$ cat config.mk
export PLATFORM = sky130hd
export DESIGN_NAME = bracket_scope_line_tokenizer_top_flat
export DESIGN_NICKNAME = d
export VERILOG_FILES = /design/src/rtl/bslt_pkg.sv /design/src/rtl/bslt_if.sv /design/src/rtl/bslt_core.sv /design/src/rtl/bracket_scope_line_tokenizer_top.sv /design/src/flat_wrapper.sv
export SDC_FILE = /design/constraint.sdc
export NUM_CORES = 1
export LEC_CHECK = 0
export BUFFER_PORTS_ARGS = -buffer_cell sky130_fd_sc_hd__buf_4
export CORE_MARGIN = 2
export CORE_UTILIZATION = 49
export DETAILED_ROUTE_END_ITERATION = 12
export MAX_ROUTING_LAYER = met4
export PLACE_DENSITY = 0.68
export SYNTH_ARGS = -nofsm -noshare
export SYNTH_HDL_FRONTEND = slang
export SYNTH_SLANG_ARGS = --single-unit
$ cat constraint.sdc
create_clock -name clk -period 5.4 [get_ports clk]
set_input_delay 0.54 -clock clk [delete_from_list [all_inputs] [get_ports clk]]
set_output_delay 0.54 -clock clk [all_outputs]
set_load 0.005 [all_outputs]
$ cat src/rtl/bslt_pkg.sv
// bslt_pkg: shared types and constants of the bracket scope line tokenizer
// no dependencies; used by the channel interfaces, the core and the top level
`default_nettype none

package bslt_pkg;

	localparam int CHAR_W        = 8;
	localparam int SCOPE_W       = 8;
	localparam int MAX_DEPTH_DEF = 255;

	localparam logic [CHAR_W-1:0]  CH_OPEN   = 8'h5B;
	localparam logic [CHAR_W-1:0]  CH_CLOSE  = 8'h5D;
	localparam logic [CHAR_W-1:0]  CH_BAR    = 8'h7C;
	localparam logic [CHAR_W-1:0]  CH_SPACE  = 8'h20;
	localparam logic [CHAR_W-1:0]  CH_TAB    = 8'h09;
	localparam logic [CHAR_W-1:0]  CH_CR     = 8'h0D;
	localparam logic [SCOPE_W-1:0] SCOPE_MAX = 8'hFF;

	localparam logic KIND_CHAR = 1'b0;
	localparam logic KIND_LINE = 1'b1;

	typedef struct packed {
		logic               valid;
		logic               kind;
		logic [CHAR_W-1:0]  char_out;
		logic               line_fail;
		logic               line_packed;
		logic [SCOPE_W-1:0] line_scope;
	} tok_res_t;

endpackage

`default_nettype wire

$ cat src/rtl/bslt_if.sv
// bslt_char_if, bslt_tok_if: valid/ready channels for input characters and tokens
// depends on bslt_pkg for field widths
`default_nettype none

interface bslt_char_if;
	import bslt_pkg::*;

	logic              valid;
	logic              ready;
	logic [CHAR_W-1:0] ch;

	modport source (output valid, output ch, input ready);
	modport sink (input valid, input ch, output ready);
endinterface

interface bslt_tok_if;
	import bslt_pkg::*;

	logic               valid;
	logic               ready;
	logic               kind;
	logic [CHAR_W-1:0]  char_out;
	logic               line_fail;
	logic               line_packed;
	logic [SCOPE_W-1:0] line_scope;

	modport source (output valid, output kind, output char_out, output line_fail,
		output line_packed, output line_scope, input ready);
	modport sink (input valid, input kind, input char_out, input line_fail,
		input line_packed, input line_scope, output ready);
endinterface

`default_nettype wire

$ cat src/rtl/bslt_core.sv
// bslt_core: bracket nesting mode machine, depth/peak counters and line flags
// depends on bslt_pkg; result is combinational from the character, state commits on step
`default_nettype none

module bslt_core #(
	parameter int MAX_DEPTH = bslt_pkg::MAX_DEPTH_DEF
) (
	input  wire logic                        clk,
	input  wire logic                        arst_n,
	input  wire logic [bslt_pkg::CHAR_W-1:0] ch,
	input  wire logic                        step,
	output bslt_pkg::tok_res_t               res
);
	import bslt_pkg::*;

	localparam int DW = $clog2(MAX_DEPTH + 1) + 1;
	localparam int PW = DW - 1;
	localparam int CW = (PW > SCOPE_W) ? PW : SCOPE_W;

	localparam logic signed [DW-1:0] DEPTH_MAX = DW'(MAX_DEPTH);
	localparam logic signed [DW-1:0] DEPTH_MIN = -DEPTH_MAX;
	localparam logic signed [DW-1:0] DEPTH_ONE = DW'(1);
	localparam logic signed [DW-1:0] DEPTH_ZERO = '0;

	typedef enum logic [1:0] {
		MODE_IDLE,
		MODE_OPENING,
		MODE_READING,
		MODE_CLOSING
	} mode_t;

	mode_t                  mode_q, nxt_mode;
	logic signed [DW-1:0]   depth_q, nxt_depth, up_depth, dn_depth;
	logic [PW-1:0]          peak_q, nxt_peak, up_peak;
	logic                   fail_q, nxt_fail, packed_q, nxt_packed;
	logic                   fail_v, emit_c, emit_l, blank, dn_zero;
	logic [CW-1:0]          peak_w;
	logic [SCOPE_W-1:0]     scope;

	assign blank = (ch == CH_SPACE) || ((ch >= CH_TAB) && (ch <= CH_CR));

	assign up_depth = (depth_q < DEPTH_MAX) ? depth_q + DEPTH_ONE : depth_q;
	assign up_peak  = (up_depth > $signed({1'b0, peak_q})) ? up_depth[PW-1:0] : peak_q;
	assign dn_depth = (depth_q > DEPTH_MIN) ? depth_q - DEPTH_ONE : depth_q;
	assign dn_zero  = (dn_depth == DEPTH_ZERO);

	assign peak_w = CW'(peak_q);
	assign scope  = (peak_w > CW'(SCOPE_MAX)) ? SCOPE_MAX : peak_w[SCOPE_W-1:0];

	always_comb begin
		nxt_mode   = mode_q;
		nxt_depth  = depth_q;
		nxt_peak   = peak_q;
		fail_v     = fail_q;
		nxt_packed = packed_q;
		emit_c     = 1'b0;
		emit_l     = 1'b0;
		if (!blank) begin
			if (ch == CH_BAR) begin
				nxt_packed = 1'b1;
			end
			case (mode_q)
				MODE_IDLE: begin
					if (ch == CH_OPEN) begin
						nxt_mode  = MODE_OPENING;
						nxt_depth = up_depth;
						nxt_peak  = up_peak;
					end
				end
				MODE_OPENING: begin
					if (ch == CH_OPEN) begin
						nxt_depth = up_depth;
						nxt_peak  = up_peak;
					end else if (ch == CH_CLOSE) begin
						nxt_mode = MODE_CLOSING;
					end else begin
						nxt_mode = MODE_READING;
						emit_c   = 1'b1;
					end
				end
				MODE_READING: begin
					if (ch == CH_OPEN) begin
						fail_v   = 1'b1;
						nxt_mode = MODE_IDLE;
						emit_l   = 1'b1;
					end else if (ch == CH_CLOSE) begin
						nxt_depth = dn_depth;
						nxt_mode  = dn_zero ? MODE_IDLE : MODE_CLOSING;
						emit_l    = dn_zero;
					end else begin
						emit_c = 1'b1;
					end
				end
				default: begin
					if (ch == CH_OPEN) begin
						fail_v   = fail_q || (depth_q != DEPTH_ZERO);
						nxt_mode = MODE_OPENING;
						emit_l   = 1'b1;
					end else if (ch == CH_CLOSE) begin
						nxt_depth = dn_depth;
						if (dn_zero) begin
							nxt_mode = MODE_IDLE;
							emit_l   = 1'b1;
						end
					end else begin
						fail_v   = fail_q || (depth_q != DEPTH_ZERO);
						nxt_mode = MODE_IDLE;
						emit_l   = 1'b1;
					end
				end
			endcase
		end
		nxt_fail = fail_v;
		res.valid       = emit_c || emit_l;
		res.kind        = emit_l ? KIND_LINE : KIND_CHAR;
		res.char_out    = emit_c ? ch : '0;
		res.line_fail   = emit_l && fail_v;
		res.line_packed = emit_l && nxt_packed;
		res.line_scope  = emit_l ? scope : '0;
		if (emit_l) begin
			nxt_depth  = '0;
			nxt_peak   = '0;
			nxt_fail   = 1'b0;
			nxt_packed = 1'b0;
		end
	end

	always_ff @(posedge clk or negedge arst_n) begin
		if (!arst_n) begin
			mode_q   <= MODE_IDLE;
			depth_q  <= '0;
			peak_q   <= '0;
			fail_q   <= 1'b0;
			packed_q <= 1'b0;
		end else if (step) begin
			mode_q   <= nxt_mode;
			depth_q  <= nxt_depth;
			peak_q   <= nxt_peak;
			fail_q   <= nxt_fail;
			packed_q <= nxt_packed;
		end
	end

	a_depth_bounds: assert property (@(posedge clk) disable iff (!arst_n)
		(depth_q <= DEPTH_MAX) && (depth_q >= DEPTH_MIN))
		else $error("nesting depth out of saturation bounds");

	a_idle_clear: assert property (@(posedge clk) disable iff (!arst_n)
		(mode_q == MODE_IDLE) |-> (depth_q == DEPTH_ZERO) && (peak_q == '0) && !fail_q)
		else $error("idle mode with live line state");

	a_line_clears: assert property (@(posedge clk) disable iff (!arst_n)
		(step && res.valid && (res.kind == KIND_LINE))
		|=> (depth_q == DEPTH_ZERO) && (peak_q == '0) && !fail_q && !packed_q)
		else $error("line end did not clear line state");

	a_char_mode: assert property (@(posedge clk) disable iff (!arst_n)
		(res.valid && (res.kind == KIND_CHAR))
		|-> ((mode_q == MODE_OPENING) || (mode_q == MODE_READING)))
		else $error("content beat outside opening or reading mode");

endmodule

`default_nettype wire

$ cat src/rtl/bracket_scope_line_tokenizer_top.sv
// bracket_scope_line_tokenizer_top: character input register, core, token output register
// depends on bslt_pkg, bslt_char_if, bslt_tok_if and bslt_core
//
// usage:
//   char_ch carries one character byte per beat; tok_ch carries token beats,
//   either a content character (kind 0) or a line end (kind 1) with the line's
//   fail flag, packed flag and greatest bracket depth
//   whitespace and bracket characters that do not end a line give no token beat
//   a character beat is taken into the input register, and its token is
//   registered into the output register, which drives tok_ch, once it is free
//   throughput: one character per cycle while no stall holds the input
//   register; the mode and depth update is a single pass of logic between
//   the input register and the output register; a stall on tok_ch holds
//   the token in the output register; the input register keeps taking
//   beats while the next character produces no token, and char_ch.ready
//   drops only once a token-producing character waits behind a stalled token
//   reset empties both registers, returns the mode machine to idle and zeroes
//   depth, peak and flags; a line left open at end of input never gets a
//   line-end token
`default_nettype none

module bracket_scope_line_tokenizer_top #(
	parameter int MAX_DEPTH = bslt_pkg::MAX_DEPTH_DEF
) (
	input wire logic clk,
	input wire logic arst_n,
	bslt_char_if.sink  char_ch,
	bslt_tok_if.source tok_ch
);
	import bslt_pkg::*;

	logic              valid_s1;
	logic [CHAR_W-1:0] ch_s1;
	logic              valid_s2;
	tok_res_t          res, res_s2;
	logic              out_free, advance;

	assign out_free      = !valid_s2 || tok_ch.ready;
	assign advance       = valid_s1 && (!res.valid || out_free);
	assign char_ch.ready = !valid_s1 || advance;

	bslt_core #(
		.MAX_DEPTH(MAX_DEPTH)
	) u_core (
		.clk   (clk),
		.arst_n(arst_n),
		.ch    (ch_s1),
		.step  (advance),
		.res   (res)
	);

	always_ff @(posedge clk or negedge arst_n) begin
		if (!arst_n) begin
			valid_s1 <= 1'b0;
			valid_s2 <= 1'b0;
		end else begin
			if (char_ch.valid && char_ch.ready) begin
				valid_s1 <= 1'b1;
			end else if (advance) begin
				valid_s1 <= 1'b0;
			end
			if (advance && res.valid) begin
				valid_s2 <= 1'b1;
			end else if (tok_ch.ready) begin
				valid_s2 <= 1'b0;
			end
		end
	end

	always_ff @(posedge clk) begin
		if (char_ch.valid && char_ch.ready) begin
			ch_s1 <= char_ch.ch;
		end
		if (advance && res.valid) begin
			res_s2 <= res;
		end
	end

	assign tok_ch.valid       = valid_s2;
	assign tok_ch.kind        = res_s2.kind;
	assign tok_ch.char_out    = res_s2.char_out;
	assign tok_ch.line_fail   = res_s2.line_fail;
	assign tok_ch.line_packed = res_s2.line_packed;
	assign tok_ch.line_scope  = res_s2.line_scope;

endmodule

`default_nettype wire

$ cat src/flat_wrapper.sv
// flat-port wrapper written by rule: the top's interface ports become plain ports
module bracket_scope_line_tokenizer_top_flat import bslt_pkg::*;
#(
	parameter int MAX_DEPTH = bslt_pkg::MAX_DEPTH_DEF
)
  (clk, arst_n, char_ch_valid, char_ch_ch, char_ch_ready, tok_ch_valid, tok_ch_kind, tok_ch_char_out, tok_ch_line_fail, tok_ch_line_packed, tok_ch_line_scope, tok_ch_ready);
  bslt_char_if char_ch_i ();
  bslt_tok_if tok_ch_i ();
  input wire logic clk;
  input wire logic arst_n;
  input wire logic [$bits(char_ch_i.valid)-1:0] char_ch_valid;
  input wire logic [$bits(char_ch_i.ch)-1:0] char_ch_ch;
  output wire logic [$bits(char_ch_i.ready)-1:0] char_ch_ready;
  output wire logic [$bits(tok_ch_i.valid)-1:0] tok_ch_valid;
  output wire logic [$bits(tok_ch_i.kind)-1:0] tok_ch_kind;
  output wire logic [$bits(tok_ch_i.char_out)-1:0] tok_ch_char_out;
  output wire logic [$bits(tok_ch_i.line_fail)-1:0] tok_ch_line_fail;
  output wire logic [$bits(tok_ch_i.line_packed)-1:0] tok_ch_line_packed;
  output wire logic [$bits(tok_ch_i.line_scope)-1:0] tok_ch_line_scope;
  input wire logic [$bits(tok_ch_i.ready)-1:0] tok_ch_ready;
  assign char_ch_i.valid = char_ch_valid;
  assign char_ch_i.ch = char_ch_ch;
  assign char_ch_ready = char_ch_i.ready;
  assign tok_ch_valid = tok_ch_i.valid;
  assign tok_ch_kind = tok_ch_i.kind;
  assign tok_ch_char_out = tok_ch_i.char_out;
  assign tok_ch_line_fail = tok_ch_i.line_fail;
  assign tok_ch_line_packed = tok_ch_i.line_packed;
  assign tok_ch_line_scope = tok_ch_i.line_scope;
  assign tok_ch_i.ready = tok_ch_ready;
  bracket_scope_line_tokenizer_top #(.MAX_DEPTH(MAX_DEPTH)) u_core (.clk(clk), .arst_n(arst_n), .char_ch(char_ch_i), .tok_ch(tok_ch_i));
endmodule
==> impl_metrics.yaml <==
run_status:
  status: "complete, no violations"
route:
  wirelength_met1_um: 3010
  vias: 2291
  routed.top_layer: "met4"
  drc: 0
  antenna_left: 0
  viasPerCell: 5.67
  routed_wl_um: 6430
  routedWlPerCell_um: 15.9
  first_iter_violations: 114
  wl_met3_um: 341
  wl_met2_um: 3010
  firstDrtPassIters: 4
layout:
  layout-drive-gt1-share_pct: 19.5
  diodes: 0
  n_fill_cell: 521
  ff_latch_area_um2: 1390
  area_delta_synth_final_pct: 12.7
  multiInputGateArea_um2: 1510
  final_nets: 356
  postLayoutCoreUtil_pct: 57.4
global_route:
  grt_usage_pct: 20.9
  grt_max_degree: 24
  antenna_found_initial: 0
  grt_pass1_wl_um: 10500
  grt_pass1_vias: 2143
  grt_overflow: 0
setup_path:
  cp_common_cell: "nand4_1"
  start_kind: "flip-flop"
  reg2reg_depth: 13
  path_delay_family: "simple AND/OR/NAND/NOR gates"
  worstSetupPathType: "flip-flop to flip-flop"
  cpPeakStageDelay_ns: 0.63
  timing.rr.end: "u_core.u_core.peak_q[0]"
  rrSetupSlack_ns: 1.73
  cp_max_fo: 14
  path_cells: "nand4_1 > nor4_1 > nor2_1 > nand3_1 > xor2_1 > inv_1 > ha_1 > nand4_1 > o21ai_0 > nor3_1 > a31o_2 > nand3_2 > mux2_2"
  slowest_stage: "dfrtp_1"
  critPathArrivalTime_ns: 3.86
  path_buf_inv: 1
  regToRegStartpoint: "u_core.u_core.depth_q[2]"
  end_kind: "flip-flop"
  cp.required_ns: 5.59
power_and_ir_drop:
  power_uw: 2200
  ir_worst_vdd_uv: 304
  p_per_area_nw_per_um2: 642
  p_leak_uw: 0.00144
sta:
  fmax_ghz: 0.273
  holdWs_ns: 0.121
  skew_ns: 0.00996
  setup_tns_ns: 0
  timing.final.crit_share_pct: 67.9
  finalCriticalPeriod_ns: 3.67
  worst_slew_pin_slew_ns: 1.08
  slew_viol_final: 0
  setup_viol: 0
  final_hold_viol_count: 0
  rsz0062_at_grt: "no"
  slew_headroom_pct: 27.0
clock_network:
  cts.reportedPaths.clkPinSlew_ns: 0.09
  cts_sinks: 50
  htreeDepth: 2
  cts_buffers: 5
  clkLatencyLatePin_ns: 0.30
  post_cts_resized: 0
  cts-root-buf: "clkbuf_8"
  ctsHoldBuffers: 0
  postCtsSetupBuffers: 0
  clockBufferDepth: 2
  cts_tree: "built"
yosys:
  seq_area_frac_synth_pct: 45.7
  synthCells: 302
  synth_async_sr_flop_share_pct: 46.0
  ys.flop_type: "edfxtp_1"
  synth_edf_count: 27
  synth_nets: 330
  netlist_area_um2: 3030
  yosysWarnings: 0
  synth_area_per_cell_um2: 10.0
  synth_cell_types: 60
  synth_seq_cells: 50
min_path:
  hold_path.class: "primary input to asynchronous set/reset pin"
die:
  io_pins: 33
  die_width_um: 82.7
  initial_core_util_pct: 50.9
  die_y_um: 82.7
  coreArea_um2: 5960
  dieArea_um2: 6840
  rows: 28
job:
  cap_violations: 0
placed_design:
  dpl.hpwl_um: 4680
  gp_congestion: 0.923
  numPortBuffers: 32
## placed cells by master, fill, tap and decap left out, drive strengths merged, types with 2 or more instances in the layout
master and n:
edfxtp 27, clkbuf 6, o21ai 7, mux2 14, a31oi 4, nor2 36, xnor2 3, xor2 2
nor2b 3, nand2b 5, ha 16, o211ai 2, nand3 6, and3 2, buf 33, or2 2
o41ai 2, a21oi 12, o22ai 2, or4 2, or3 4, a41oi 3, inv 20, dfrtp 23
nor4 4, a211oi 6, mux2i 4, a21boi 2, nand2 21, o21bai 2, nand4 6, and2 10
and3b 2, or3b 2, nor3 13
## stage by stage
stage	instance area, um2	cells	setup WS [ns]
2_1_floorplan	3030	302	2.19
3_3_place_gp	3310	396	1.94
3_5_place_dp	3310	396	1.85
4_1_cts	3420	404	1.77
5_1_grt	3420	404	1.49
6_report	3420	404	1.73
## report_power, final
part           total, uW  switching [uW]  internal, uW  leakage [uW]
clock network        262             123           138     0.0000514
logic               1200             664           536      0.000835
registers            735             134           601      0.000558
total               2200             922          1280       0.00144
## area by class of cell
type	count	share of cell area, %
inverter	20	2.20
timing repair buffer	33	7.24
clock inverter	2	1.10
sequential	50	40.5
multi-input combinational	218	44.1
tap	75	2.74
clock buffer	6	2.12
## per-layer routing
metal | vias up | GRT usage [%]
met4 | 0 | 5.25
li1 | 1145 | -
met3 | 7 | 3.04
met2 | 49 | 31.7
met1 | 1090 | 29.7
met5 | - | -
## cells by family after synthesis
logic type | synth area share [%]
adders and majority gates | 6.60
and+or+nand+nor | 21.2
AOI/OAI and AO/OA | 13.2
muxes | 7.26
xor gates and xnor gates | 1.44
buffers and inverters | 4.66
DFF | 45.7
## worst reg2reg max path: cells and delay by family (launching register included)
family                   cells  cell delay (ns)
AND/OR/NAND/NOR              7             1.43
flip-flops                   1             0.63
AO/OA/AOI/OAI                2             0.48
multiplexers                 1             0.37
adder cells (fa/ha/maj)      1             0.30
XOR/XNOR                     1             0.28
buffers and inverters        1             0.09
## sequential cells by signal, summed over array words and instances (netlist names)
name and flops:
u_core.u_core.packed_q 1, u_core.u_core.depth_q 9, u_core.u_core.fail_q 1, u_core.ch_s1 8
u_core.u_core.mode_q 2, u_core.tok_ch.kind 1, u_core.u_core.peak_q 8, u_core.tok_ch.char_out 8
u_core.valid_s1 1, u_core.tok_ch.line_packed 1, u_core.tok_ch.line_scope 8, u_core.tok_ch.valid 1
u_core.tok_ch.line_fail 1
## how the worst max path moves through the flow
stage,from,end,slack [ns],cells past startpoint
final,u_core.u_core.depth_q[2],u_core.u_core.peak_q[0],1.73,13
after global routing,u_core.u_core.depth_q[2],u_core.u_core.peak_q[0],1.49,13
after CTS,u_core.u_core.depth_q[2],u_core.u_core.peak_q[5],1.77,13
after detailed placement,u_core.u_core.depth_q[2],u_core.u_core.peak_q[0],1.85,13
after global placement,u_core.u_core.depth_q[2],u_core.u_core.peak_q[1],1.94,13
after floorplan,u_core.u_core.depth_q[1],u_core.tok_ch.char_out[0],2.19,8
## synthesized netlist by cell type (all sizes together) (3+ instances only)
master | instances | area (um2)
or3 | 4 | 25.0
a31oi | 4 | 25.0
a211oi | 6 | 45.0
nand2 | 21 | 78.8
nor2 | 36 | 135
buf | 4 | 28.8
nand4 | 6 | 37.5
edfxtp | 27 | 811
mux2i | 4 | 40.0
nor2b | 3 | 18.8
a41oi | 3 | 26.3
dfrtp | 23 | 576
xnor2 | 3 | 26.3
nor3 | 13 | 65.1
nor4 | 4 | 25.0
ha | 16 | 200
nand3 | 6 | 35.0
nand2b | 5 | 31.3
clkbuf | 10 | 37.5
and2 | 10 | 62.6
a21oi | 12 | 63.8
inv | 20 | 75.1
mux2 | 14 | 180
o21ai | 7 | 35.0
(Power assumes the default switching activity.)
